===== src/design/kslpd_pkg.sv =====
`default_nettype none
// ----------------------------------------------------------------------------
// kslpd_pkg
// Shared constants and types for the short/long key press detector.
// ----------------------------------------------------------------------------
package kslpd_pkg;

    localparam int NUM_KEYS   = 4;
    localparam int LEVEL_BITS = 4;
    localparam int HOLD_W     = 16;
    localparam int KIND_W     = 2;
    localparam int IDX_W      = 2;

    localparam logic [HOLD_W-1:0] HOLD_MAX      = 16'hFFFF;
    localparam logic [HOLD_W-1:0] THRESH_RESET  = 16'd50;

    typedef logic [KIND_W-1:0] t_kind;

    localparam t_kind EV_NONE  = 2'd0;
    localparam t_kind EV_SHORT = 2'd1;
    localparam t_kind EV_LONG  = 2'd2;

    typedef t_kind [NUM_KEYS-1:0] t_kind_vec;

    // handshake toward the merge stage
    typedef struct packed {
        logic accept;
        logic out_stall;
    } t_merge_ctl;

endpackage
`default_nettype wire


===== src/design/kslpd_lane.sv =====
`default_nettype none
// ----------------------------------------------------------------------------
// kslpd_lane
// One key: saturating hold counter, long-fired flag, event decode per tick.
// ----------------------------------------------------------------------------
module kslpd_lane
    import kslpd_pkg::*;
(
    input  wire logic              i_clk,
    input  wire logic              i_rst_n,
    input  wire logic              i_accept,
    input  wire logic              i_pressed,
    input  wire logic [HOLD_W-1:0] i_threshold,
    output t_kind                  o_kind
);

    logic [HOLD_W-1:0] r_hold_count;
    logic [HOLD_W-1:0] n_hold_count;
    logic              r_long_done;
    logic              n_long_done;
    logic [HOLD_W-1:0] hold_inc;

    assign hold_inc = (r_hold_count == HOLD_MAX) ? r_hold_count
                                                 : r_hold_count + 1'b1;

    always_comb begin
        n_hold_count = r_hold_count;
        n_long_done  = r_long_done;
        o_kind       = EV_NONE;
        if (i_pressed) begin
            n_hold_count = hold_inc;
            if (!r_long_done && hold_inc >= i_threshold) begin
                n_long_done = 1'b1;
                o_kind      = EV_LONG;
            end
        end else if (r_hold_count != '0) begin
            n_hold_count = '0;
            n_long_done  = 1'b0;
            if (!r_long_done) begin
                o_kind = EV_SHORT;
            end
        end
    end

    always_ff @(posedge i_clk) begin
        if (!i_rst_n) begin
            r_hold_count <= '0;
            r_long_done  <= 1'b0;
        end else if (i_accept) begin
            r_hold_count <= n_hold_count;
            r_long_done  <= n_long_done;
        end
    end

endmodule
`default_nettype wire


===== src/design/kslpd_merge.sv =====
`default_nettype none
// ----------------------------------------------------------------------------
// kslpd_merge
// Picks the lowest-index key with an event and holds the result word.
// ----------------------------------------------------------------------------
module kslpd_merge
    import kslpd_pkg::*;
(
    input  wire logic             i_clk,
    input  wire logic             i_rst_n,
    input  wire t_merge_ctl       i_ctl,
    input  wire t_kind_vec        i_kinds,
    output logic                  o_valid,
    output t_kind                 o_event_kind,
    output logic [IDX_W-1:0]      o_key_index
);

    t_kind             sel_kind;
    logic [IDX_W-1:0]  sel_idx;
    logic              r_valid;
    t_kind             r_kind;
    logic [IDX_W-1:0]  r_idx;

    // walk from the top so the lowest key wins
    always_comb begin
        sel_kind = EV_NONE;
        sel_idx  = '0;
        for (int k = NUM_KEYS - 1; k >= 0; k--) begin
            if (i_kinds[k] != EV_NONE) begin
                sel_kind = i_kinds[k];
                sel_idx  = IDX_W'(k);
            end
        end
    end

    always_ff @(posedge i_clk) begin
        if (!i_rst_n) begin
            r_valid <= 1'b0;
        end else if (i_ctl.accept) begin
            r_valid <= 1'b1;
        end else if (!i_ctl.out_stall) begin
            r_valid <= 1'b0;
        end
    end

    always_ff @(posedge i_clk) begin
        if (i_ctl.accept) begin
            r_kind <= sel_kind;
            r_idx  <= sel_idx;
        end
    end

    assign o_valid      = r_valid;
    assign o_event_kind = r_kind;
    assign o_key_index  = r_idx;

endmodule
`default_nettype wire


===== src/design/key_short_long_press_detector_unit.sv =====
`default_nettype none
// A tick word's result word is registered and appears in the cycle after it is accepted.
// Throughput: one tick word per cycle; the single output register drains and
// refills in the same cycle, so input stall only rises while the output stalls.
// Reset (synchronous, active low) clears all hold counters and long flags,
// empties the output register and sets long_threshold to 50.
// ----------------------------------------------------------------------------
// key_short_long_press_detector_unit
// Per-key press lanes side by side, merged into one event word per tick.
// ----------------------------------------------------------------------------
module key_short_long_press_detector_unit
    import kslpd_pkg::*;
(
    input  wire logic                  i_clk,
    input  wire logic                  i_rst_n,
    input  wire logic                  i_cfg_we,
    input  wire logic [HOLD_W-1:0]     i_cfg_wdata,
    input  wire logic                  i_valid,
    output logic                       o_stall,
    input  wire logic [LEVEL_BITS-1:0] i_key_levels,
    output logic                       o_valid,
    input  wire logic                  i_stall,
    output logic [KIND_W-1:0]          o_event_kind,
    output logic [IDX_W-1:0]           o_key_index
);

    logic [HOLD_W-1:0] r_long_threshold;
    logic              accept;
    logic [NUM_KEYS-1:0] pressed;
    t_kind_vec         kinds;
    t_merge_ctl        ctl;

    always_ff @(posedge i_clk) begin
        if (!i_rst_n) begin
            r_long_threshold <= THRESH_RESET;
        end else if (i_cfg_we) begin
            r_long_threshold <= i_cfg_wdata;
        end
    end

    assign o_stall = o_valid && i_stall;
    assign accept  = i_valid && !o_stall;

    assign ctl.accept    = accept;
    assign ctl.out_stall = i_stall;

    for (genvar g = 0; g < NUM_KEYS; g++) begin : g_lane
        // keys past the level field read as released
        if (g < LEVEL_BITS) begin : g_pin
            assign pressed[g] = ~i_key_levels[g];
        end else begin : g_none
            assign pressed[g] = 1'b0;
        end

        kslpd_lane u_lane (
            .i_clk       (i_clk),
            .i_rst_n     (i_rst_n),
            .i_accept    (accept),
            .i_pressed   (pressed[g]),
            .i_threshold (r_long_threshold),
            .o_kind      (kinds[g])
        );
    end

    kslpd_merge u_merge (
        .i_clk        (i_clk),
        .i_rst_n      (i_rst_n),
        .i_ctl        (ctl),
        .i_kinds      (kinds),
        .o_valid      (o_valid),
        .o_event_kind (o_event_kind),
        .o_key_index  (o_key_index)
    );

endmodule
`default_nettype wire

===== config.mk =====
export PLATFORM = sky130hd
export DESIGN_NAME = key_short_long_press_detector_unit
export DESIGN_NICKNAME = d
export VERILOG_FILES = /design/src/design/kslpd_pkg.sv /design/src/design/kslpd_lane.sv /design/src/design/kslpd_merge.sv /design/src/design/key_short_long_press_detector_unit.sv
export SDC_FILE = /design/constraint.sdc
export NUM_CORES = 1
export LEC_CHECK = 0
export BUFFER_PORTS_ARGS = -buffer_cell sky130_fd_sc_hd__clkbuf_2
export CORE_MARGIN = 2
export CORE_UTILIZATION = 64
export CTS_CLUSTER_DIAMETER = 80
export DETAILED_ROUTE_END_ITERATION = 8
export PLACE_DENSITY = 0.82
export SLEW_MARGIN = 10
export SYNTH_ARGS = -nofsm -noshare
export SYNTH_HDL_FRONTEND = slang
export SYNTH_HIERARCHICAL = 1
export SYNTH_SLANG_ARGS = --single-unit

===== constraint.sdc =====
create_clock -name i_clk -period 5.2 [get_ports i_clk]
set_input_delay 0.78 -clock i_clk [delete_from_list [all_inputs] [get_ports i_clk]]
set_output_delay 0.78 -clock i_clk [all_outputs]
set_load 0.02 [all_outputs]

== Yosys cells after proc, flatten, opt, wreduce, memory -nomap -nowiden ==
Index checks and enable logic that the tools add are counted.

* Register bits after elaboration: 89
* Input bits: 25
* Output and inout bits: 6
* Word-level logic and storage cells: 111

* Add/subtract/negate cells: 4
* Order comparisons: 4
* Eq/ne operators: 9
* Mux-type cells: 49
* Reduce and logical (&&, ||, !) cells: 32

{| class="wikitable"
|+ Operator list
! cell !! count
|-
| $mux W16 || 12
|-
| $add A16 B1 Y16 const B || 4
|-
| $eq A16 B16 Y1 const B || 4
|-
| $ge A16 B16 Y1 || 4
|-
| $reduce_bool A16 Y1 || 4
|-
| $mux W2 || 18
|-
| $mux W1 || 19
|-
| $reduce_bool A2 Y1 || 8
|-
| $reduce_and A3 Y1 || 4
|-
| $ne A2 B1 Y1 const B || 5
|-
| $reduce_and A2 Y1 || 4
|-
| $logic_and A1 B1 Y1 || 6
|-
| $logic_not A1 Y1 || 5
|-
| $reduce_or A2 Y1 || 1
|}

== Logic depth before layout (Yosys ltp) ==
Gate-level depths: netlist of run 1.

* Depth in word-level cells: 11
* Mapped depth: 15
* Depth with buffers taken out: 14

== Modules after synthesis ==
The synthesis of run 1 kept the hierarchy.

{| class="wikitable"
|+ By module, submodules not included
! module !! times used !! cells an instance !! area each (um2) !! seq. area each (um2)
|-
| kslpd_lane at g_lane[0].u_lane ... || 3 || 222 || 1720.4 || 340.3
|-
| kslpd_lane at g_lane[1].u_lane || 1 || 224 || 1737.9 || 340.3
|-
| key_short_long_press_detector_unit || 1 || 57 || 635.6 || 320.3
|-
| kslpd_merge || 1 || 21 || 264.0 || 140.1
|}

== Worst setup path after synthesis of run 1 ==
Ideal clock, no wire load.

* Kind: register to register
* Start: register g_lane[0].u_lane.r_hold_count[0]
* End: register u_merge.r_kind[0], in the netlist u_merge/o_event_kind[0] (data pin)
* Setup time: 286 ps
* Arrival time: 3388 ps
* Data required time: 4914 ps
* Setup slack: 1526 ps
* Cell stages (with the launch flop): 14
* Path buffers: 0
* Clock period less this slack: 3674 ps
* Cell sequence: dfxtp_1 ha_1 nand3_1 or4_1 nand4_1 xnor2_1 ha_1 o21ai_0 a2111oi_0 nor3_1 o41ai_1 inv_1 a21oi_1 o31ai_1

{| class="wikitable"
|+ RTL lines
! element !! line !! source
|-
| from (decl) || kslpd_lane.sv:17 || <nowiki>logic [HOLD_W-1:0] r_hold_count;</nowiki>
|-
| from (signal assigned) || kslpd_lane.sv:50 || <nowiki>r_hold_count <= n_hold_count;</nowiki>
|-
| to (signal assigned) || kslpd_merge.sv:48 || <nowiki>r_kind <= sel_kind;</nowiki>
|-
| to (decl) || kslpd_merge.sv:21 || <nowiki>t_kind r_kind;</nowiki>
|}

==> results of run 1 <==
## per-layer routing
layer	wire length, µm	global-route usage, %	vias up	share of wire (%)
li1	-	-	3553	-
met1	8669	40.86	3361	45
met2	8793	48.84	239	46
met3	1116	3.759	51	5.8
met4	515	13.09	0	2.7
met5	0	0	-	0
## cells by family (layout without fill, tap and decap cells)
group / Yosys count / count (layout)
AO/OA/AOI/OAI: 235 / 235
XOR/XNOR: 44 / 44
adder cells (fa/ha/maj): 72 / 72
buffers and inverters: 151 / 143
flip-flops: 89 / 89
multiplexers: 17 / 17
AND/OR/NAND/NOR: 360 / 360
## cell type report
class	count	area, µm²
tap	147	183.9
timing repair buffer	33	172.7
sequential	89	1822
fill	1023	3836
multi-input combinational	728	5341
inverter	95	356.6
clock buffer	14	244.0
clock inverter	1	5.005
## cells in the mapped netlist, types with 5 or more instances
cell type   n  area [µm²]
inv_1      94       352.8
dfxtp_1    85        1702
nand2_1    77       289.0
a21oi_1    76       380.4
ha_1       72       900.9
nand3_1    45       225.2
o21ai_0    44       220.2
nor2_1     35       131.4
buf_2      33       165.2
xnor2_1    31       271.5
nor2b_1    29       181.4
nor4_1     29       181.4
nor3_1     25       125.1
nand4_1    23       143.9
a31oi_1    18       112.6
mux2i_1    17       170.2
clkbuf_1   16       60.06
xor2_1     13       113.9
and3_1     12       75.07
nand2b_1   12       75.07
o21a_1     12       90.09
or4_1      10       75.07
a41oi_1     9       78.83
nand4_4     8       170.2
o31ai_1     7       52.55
a21o_1      6       45.04
and4_1      6       52.55
nor4_4      6       127.6
o31a_1      6       52.55
or3_1       6       37.54
a31o_2      5       43.79
clkbuf_2    5       25.02
nor4_2      5       62.56
o211ai_1    5       37.54
## worst register-to-register path, cell delays in order, from the launching register on
cell and delay [ns]:
dfxtp_1 0.44, ha_1 0.31, nand3_1 0.19, or4_1 0.57, nand4_1 0.18, xnor2_1 0.19, ha_1 0.22, or4_1 0.11
a21oi_1 0.04, a2111oi_0 0.37, nor3_1 0.11, o41ai_1 0.74, inv_1 0.20, a21oi_1 0.23, o31ai_1 0.10
## per-stage QoR
step / hold slack [ns] / cell area, µm²
2_1_floorplan: 0.4916 / 7799
3_3_place_gp: 0.5068 / 7876
3_5_place_dp: 0.5192 / 7876
4_1_cts: 0.5362 / 8125
5_1_grt: 0.5644 / 8125
6_report: 0.5332 / 8125
## power breakdown
part	internal, mW	leakage [nW]	switching (mW)	total [mW]
Combinational	0.153	2.50	0.220	0.373
Sequential	0.721	0.729	0.0483	0.769
Clock	0.322	0.121	0.278	0.600
## worst max-delay path by stage
| stage | from | to |
|---|---|---|
| finish | g_lane[0].u_lane/r_hold_count[0] | u_merge/o_event_kind[0] |
| global route | g_lane[0].u_lane/r_hold_count[0] | u_merge/o_event_kind[0] |
| CTS | g_lane[0].u_lane/r_hold_count[0] | u_merge/o_event_kind[0] |
| detailed placement | g_lane[0].u_lane/r_hold_count[0] | u_merge/o_event_kind[0] |
| global placement | g_lane[0].u_lane/r_hold_count[0] | u_merge/o_event_kind[0] |
| floorplan | g_lane[0].u_lane/r_hold_count[0] | u_merge/o_event_kind[0] |
## state kept, by name, indices dropped and copies added, names as in the netlist
| signal | cells |
|---|---|
| r_long_threshold | 16 |
| g_lane.u_lane/r_hold_count | 64 |
| u_merge/o_key_index | 2 |
| u_merge/o_valid | 1 |
| u_merge/o_event_kind | 2 |
| g_lane.u_lane/r_long_done | 4 |
==> flow_summary.yaml, run 1 <==
outcome:
  outcome: "finished, final reports clean"
setup_path:
  r2r_start: "g_lane[0].u_lane/r_hold_count[0]"
  cp.depth: 14
  cp_top_family: "compound AO/OA/AOI/OAI gates"
  critical_path_class: "flip-flop to flip-flop"
  crit_slowest_cell: "o41ai_1"
  worst-path-max-fanout: 7
  cp_num_buf_inv: 1
  cp.arrival_ns: 4.36
  cp.required_ns: 5.28
  reg2reg_depth: 14
  cp-end-kind: "flip-flop"
  critPathLaunchType: "flip-flop"
  regToRegEndpoint: "u_merge/o_event_kind[0]"
  cp_cell_sequence: "ha_1 -> nand3_1 -> or4_1 -> nand4_1 -> xnor2_1 -> ha_1 -> or4_1 -> a21oi_1 -> a2111oi_0 -> nor3_1 -> o41ai_1 -> inv_1 -> a21oi_1 -> o31ai_1"
  critPathMaxStageDelay_ns: 0.74
  r2r_slack_ns: 0.92
die:
  die_area_mm2: 0.01309
  core_mm2: 0.01196
  die-height_um: 114.4
  rows: 40
  die_x_um: 114.4
  start_util_pct: 65.20
  io_pins: 31
synthesis:
  postSynthCellCount: 968
  synth_xor_area_share_pct: 4.941
  muxShareOfSynthArea_pct: 2.182
  syn-cell-area_mm2: 0.007799
  ys_seq_elements: 89
  synth-edff-count: 4
  ys_seq_area_share_pct: 23.36
  syn-num-nets: 1065
  synth_top_family_by_area: "simple AND/OR/NAND/NOR gates"
  synthAdderAreaFrac_pct: 11.55
  async_flop_share_pct: 0
  synthFlopType: "dfxtp_1"
  avgSynthCellArea_um2: 8.057
  synth-compound-area-share_pct: 20.66
  yosys_warnings: 6
  synthSimpleGateAreaFrac_pct: 29.12
  synth_cell_types: 78
timing:
  final_hold_viol_count: 0
  worst_slack_ns: 0.9227
  slew_viol_final: 0
  rsz0062_at_grt: "no"
  final.min_clock_period_ns: 4.277
  finalSetupViolCount: 0
  fmax_mhz: 233.8
  skew_ns: 0.005970
  fin_crit_sh_pct: 82.26
  worst_slew_pin_slew_ns: 0.8293
  relSlewSlack_pct: 43.99
  fin_setup_tns_ns: 0
worst_hold_path:
  hold_end: "u_merge/o_valid"
  min_path_type: "flip-flop to flip-flop"
  min_path_cells: 2
  min_from: "u_merge/o_valid"
clock_network:
  clock_sinks: 89
  path_clk_slew_ns: 0.07
  cts_tree: "yes"
  cts_setup_buffers: 0
  numCtsBuffers: 9
  clock_path_buffers: 2
  clock_latency_ns: 0.36
  htreeDepth: 3
  cts_resized: 0
  cts_root_buf: "clkbuf_16"
  hold_buffers: 0
detailed_routing:
  viasPerCell: 6.508
  ant_nets: 0
  post_drt_wl_per_cell_um: 17.25
  wl_um: 19090
  drc: 0
  num_vias: 7204
  drtIter0Drc: 608
  drtPass1Iterations: 5
global_routing:
  antenna_found_initial: 0
  grt_pass1_vias: 6574
  grt_max_degree: 41
  grt_first_pass_wirelength_um: 31910
  gr-usage-all-layers_pct: 30.31
  overflow: 0
layout:
  syn_to_final_growth_pct: 4.187
  drive_above_1_share_pct: 9.688
  antenna_cells: 0
  num-nets-final: 1053
  layout_commonest_cell: "inv_1"
  fin_util_pct: 67.93
  final_cells: 1107
  layout_common_cells: "inv_1, dfxtp_1, nand2_1, a21oi_1, ha_1"
placed_design:
  io_buffers: 30
  gp_congestion: 0.9311
  dp_slack_ns: 1.109
  hpwl_um: 14010
  placed_cells: 1092
power_and_ir_drop:
  total_power_mw: 1.742
  power_density_mw_per_mm2: 214.4
  ir_worst_vdd_mv: 0.1433
  p_leak_nw: 3.346
run:
  max_cap_viol_count: 0
(Power assumes the default switching activity.)
==> run 2: changes to the inputs <==
--- a/config.mk
+++ b/config.mk
@@ -5,12 +5,13 @@
 export SDC_FILE = /design/constraint.sdc
 export NUM_CORES = 1
 export LEC_CHECK = 0
+export ABC_AREA = 1
 export BUFFER_PORTS_ARGS = -buffer_cell sky130_fd_sc_hd__clkbuf_2
 export CORE_MARGIN = 2
-export CORE_UTILIZATION = 64
+export CORE_UTILIZATION = 58
 export CTS_CLUSTER_DIAMETER = 80
 export DETAILED_ROUTE_END_ITERATION = 8
-export PLACE_DENSITY = 0.82
+export PLACE_DENSITY = 0.79
 export SLEW_MARGIN = 10
 export SYNTH_ARGS = -nofsm -noshare
 export SYNTH_HDL_FRONTEND = slang
==> constraint.sdc (replaced) <==
create_clock -name i_clk -period 3.61 [get_ports i_clk]
set_input_delay 0.5415 -clock i_clk [delete_from_list [all_inputs] [get_ports i_clk]]
set_output_delay 0.5415 -clock i_clk [all_outputs]
set_load 0.02 [all_outputs]
==> flow_summary.yaml, run 2 <==
outcome:
  outcome: "finished, final reports clean"
layout:
  syn_to_final_growth_pct: 6.804
  largest_reg_flops: 64
  layout_commonest_cell: "nand2_1"
  layout_common_cells: "nand2_1, inv_1, nor2_1, dfxtp_1, a21oi_1"
  num-nets-final: 1400
  largest-register: "g_lane.u_lane/r_hold_count"
  antenna_cells: 0
  drive_above_1_share_pct: 10.32
  reg_top3: "g_lane.u_lane/r_hold_count (64), r_long_threshold (16), g_lane.u_lane/r_long_done (4)"
power_and_ir_drop:
  pwr-share-seq_pct: 44.9
  swShare_pct: 29.37
  p_clk_share_pct: 42.6
  power_density_mw_per_mm2: 281.7
  ir_worst_vdd_mv: 0.2260
  p_leak_nw: 4.135
  p_comb_share_pct: 12.5
  intPower_mw: 1.653
  p_sw_mw: 0.6873
detailed_routing:
  num_vias: 7878
  drc: 0
  ant_nets: 0
  drtIter0Drc: 802
  post_drt_wl_per_cell_um: 13.50
  viasPerCell: 5.309
  wl_um: 20040
  drtPass1Iterations: 5
setup_path:
  cp.required_ns: 3.73
  reg2reg_depth: 22
  critical_path_class: "flip-flop to flip-flop"
  critPathMaxStageDelay_ns: 0.45
  r2r_start: "g_lane[3].u_lane/r_hold_count[0]"
  cp_cell_sequence: "ha_1 -> nand2_1 -> inv_1 -> nand3_2 -> nor2_4 -> inv_2 -> o21ai_0 -> ha_1 -> nand2_1 -> inv_1 -> a21oi_1 -> nand2_1 -> nand2_1 -> nand2_1 -> nand2_1 -> nor2_1 -> nand2_1 -> nand2_1 -> nand2_1 -> nand2_1 -> nand2_1 -> nand2_1"
  r2r_slack_ns: 0.49
  critPathLaunchType: "flip-flop"
  crit_slowest_cell: "dfxtp_1"
  regToRegEndpoint: "u_merge/o_event_kind[1]"
  endpoint: "u_merge/o_event_kind[1]"
  cp-end-kind: "flip-flop"
  path_common_cell: "nand2_1"
  cp.arrival_ns: 3.24
  setup.worst_path.start: "g_lane[3].u_lane/r_hold_count[0]"
  worst-path-max-fanout: 15
global_routing:
  grt_max_degree: 31
  overflow: 0
  gr-usage-all-layers_pct: 28.63
  grt_first_pass_wirelength_um: 33040
  grt_pass1_vias: 7059
  antenna_found_initial: 0
die:
  core_mm2: 0.01319
  rows: 42
  io_pins: 31
  die-height_um: 119.8
  die_area_mm2: 0.01435
  start_util_pct: 58.97
  die_x_um: 119.8
synthesis:
  synthAdderAreaFrac_pct: 11.58
  synth-compound-area-share_pct: 8.589
  syn-num-nets: 1379
  postSynthCellCount: 1282
  synth_area_leaders: "dfxtp_1, nand2_1, ha_1"
  ys_seq_area_share_pct: 23.42
  ys_seq_elements: 89
  yosysMostFrequentCell: "nand2_1"
  synth_top_area_cell: "dfxtp_1"
  syn-cell-area_mm2: 0.007779
  synth_xor_area_share_pct: 2.252
  yosys_warnings: 6
  avgSynthCellArea_um2: 6.068
  synth_top_family_by_area: "simple AND/OR/NAND/NOR gates"
  synth_cell_types: 29
  synth-edff-count: 4
  synth_top_area_share_pct: 21.88
  synthFlopType: "dfxtp_1"
  synthSimpleGateAreaFrac_pct: 41.63
  muxShareOfSynthArea_pct: 0
  async_flop_share_pct: 0
  synthTopCellsByCount: "nand2_1, inv_1, nor2_1"
clock_network:
  htreeDepth: 3
  cts_resized: 0
  clock_sinks: 89
  cts_root_buf: "clkbuf_16"
  clock_latency_ns: 0.36
  cts_setup_buffers: 0
  hold_buffers: 0
  path_clk_slew_ns: 0.07
  cts_tree: "yes"
  numCtsBuffers: 9
  clock_path_buffers: 2
timing:
  worst_slew_pin_slew_ns: 0.6332
  rsz0062_at_grt: "no"
  final.min_clock_period_ns: 3.119
  worst_slack_ns: 0.4914
  finalSetupViolCount: 0
  fin_setup_tns_ns: 0
  worst_hold_slack_ns: 0.3878
  skew_ns: 0.009984
  relSlewSlack_pct: 57.53
  fmax_mhz: 320.7
  final_hold_viol_count: 0
  slew_viol_final: 0
  fin_crit_sh_pct: 86.39
worst_hold_path:
  min_path_type: "input pin to flip-flop"
placed_design:
  hpwl_um: 14750
  gp_congestion: 0.9313
  io_buffers: 30
  dp_slack_ns: 0.5486
run:
  max_cap_viol_count: 0
run 2: worst min path at each step:
stage / from / end / slack, ns / cells after the start
after floorplan: g_lane[0].u_lane/r_long_done / g_lane[0].u_lane/r_long_done / 0.46 / 2
after global placement: g_lane[0].u_lane/r_hold_count[15] / g_lane[0].u_lane/r_hold_count[15] / 0.47 / 2
after detailed placement: g_lane[0].u_lane/r_long_done / g_lane[0].u_lane/r_long_done / 0.48 / 2
after CTS: i_cfg_wdata[5] / r_long_threshold[5] / 0.39 / 3
after global routing: i_cfg_wdata[1] / r_long_threshold[1] / 0.41 / 3
final: i_cfg_wdata[5] / r_long_threshold[5] / 0.39 / 3
run 2: logic make-up after synthesis:
kind of cell | after synthesis
and+or+nand+nor | 741
buffers and inverters | 240
AOI/OAI and AO/OA | 120
DFF | 89
adders and majority gates | 72
xor gates and xnor gates | 20
run 2: layout make-up:
class	count	area [µm²]
Multi-Input combinational cell	953	4982
Fill cell	1289	4882
Sequential cell	89	1822
Inverter	219	822.0
Clock buffer	9	225.2
Tap cell	176	220.2
Timing Repair Buffer	31	157.7
Clock inverter	7	78.83
run 2: critical path, delay by kind of cell (launching register included):
kind,cells,cell delay (ns)
AOI/OAI and AO/OA,2,0.32
adders and majority gates,2,0.58
buffers and inverters,3,0.32
DFF,1,0.45
and+or+nand+nor,15,1.22
run 2: power groups by stage:
stage	sequential (mW)	combinational (mW)	clock (mW)
after floorplan	1.06	0.217	0
after global placement	1.07	0.282	0
after detailed placement	1.07	0.291	0
after CTS	1.05	0.293	1.01
after global routing	1.05	0.338	1.05
final	1.05	0.293	0.997
run 2: through the flow:
stage / util (%) / power (mW) / cell area (µm²) / cells
floorplan: - / 1.275 / 7779 / 1282
global placement: 60.68 / 1.353 / 8004 / 1468
detailed placement: 60.68 / 1.362 / 8004 / 1468
CTS: 62.99 / 2.352 / 8308 / 1484
global route: 62.99 / 2.442 / 8308 / 1484
finish: 62.99 / 2.341 / 8308 / 1484
run 2: layer usage:
metal	vias up	share of wire, %	track usage [%]
li1	4067	-	-
met1	3575	48	38.47
met2	201	45	47.21
met3	35	4.4	2.947
met4	0	2.5	11.40
met5	-	0	0
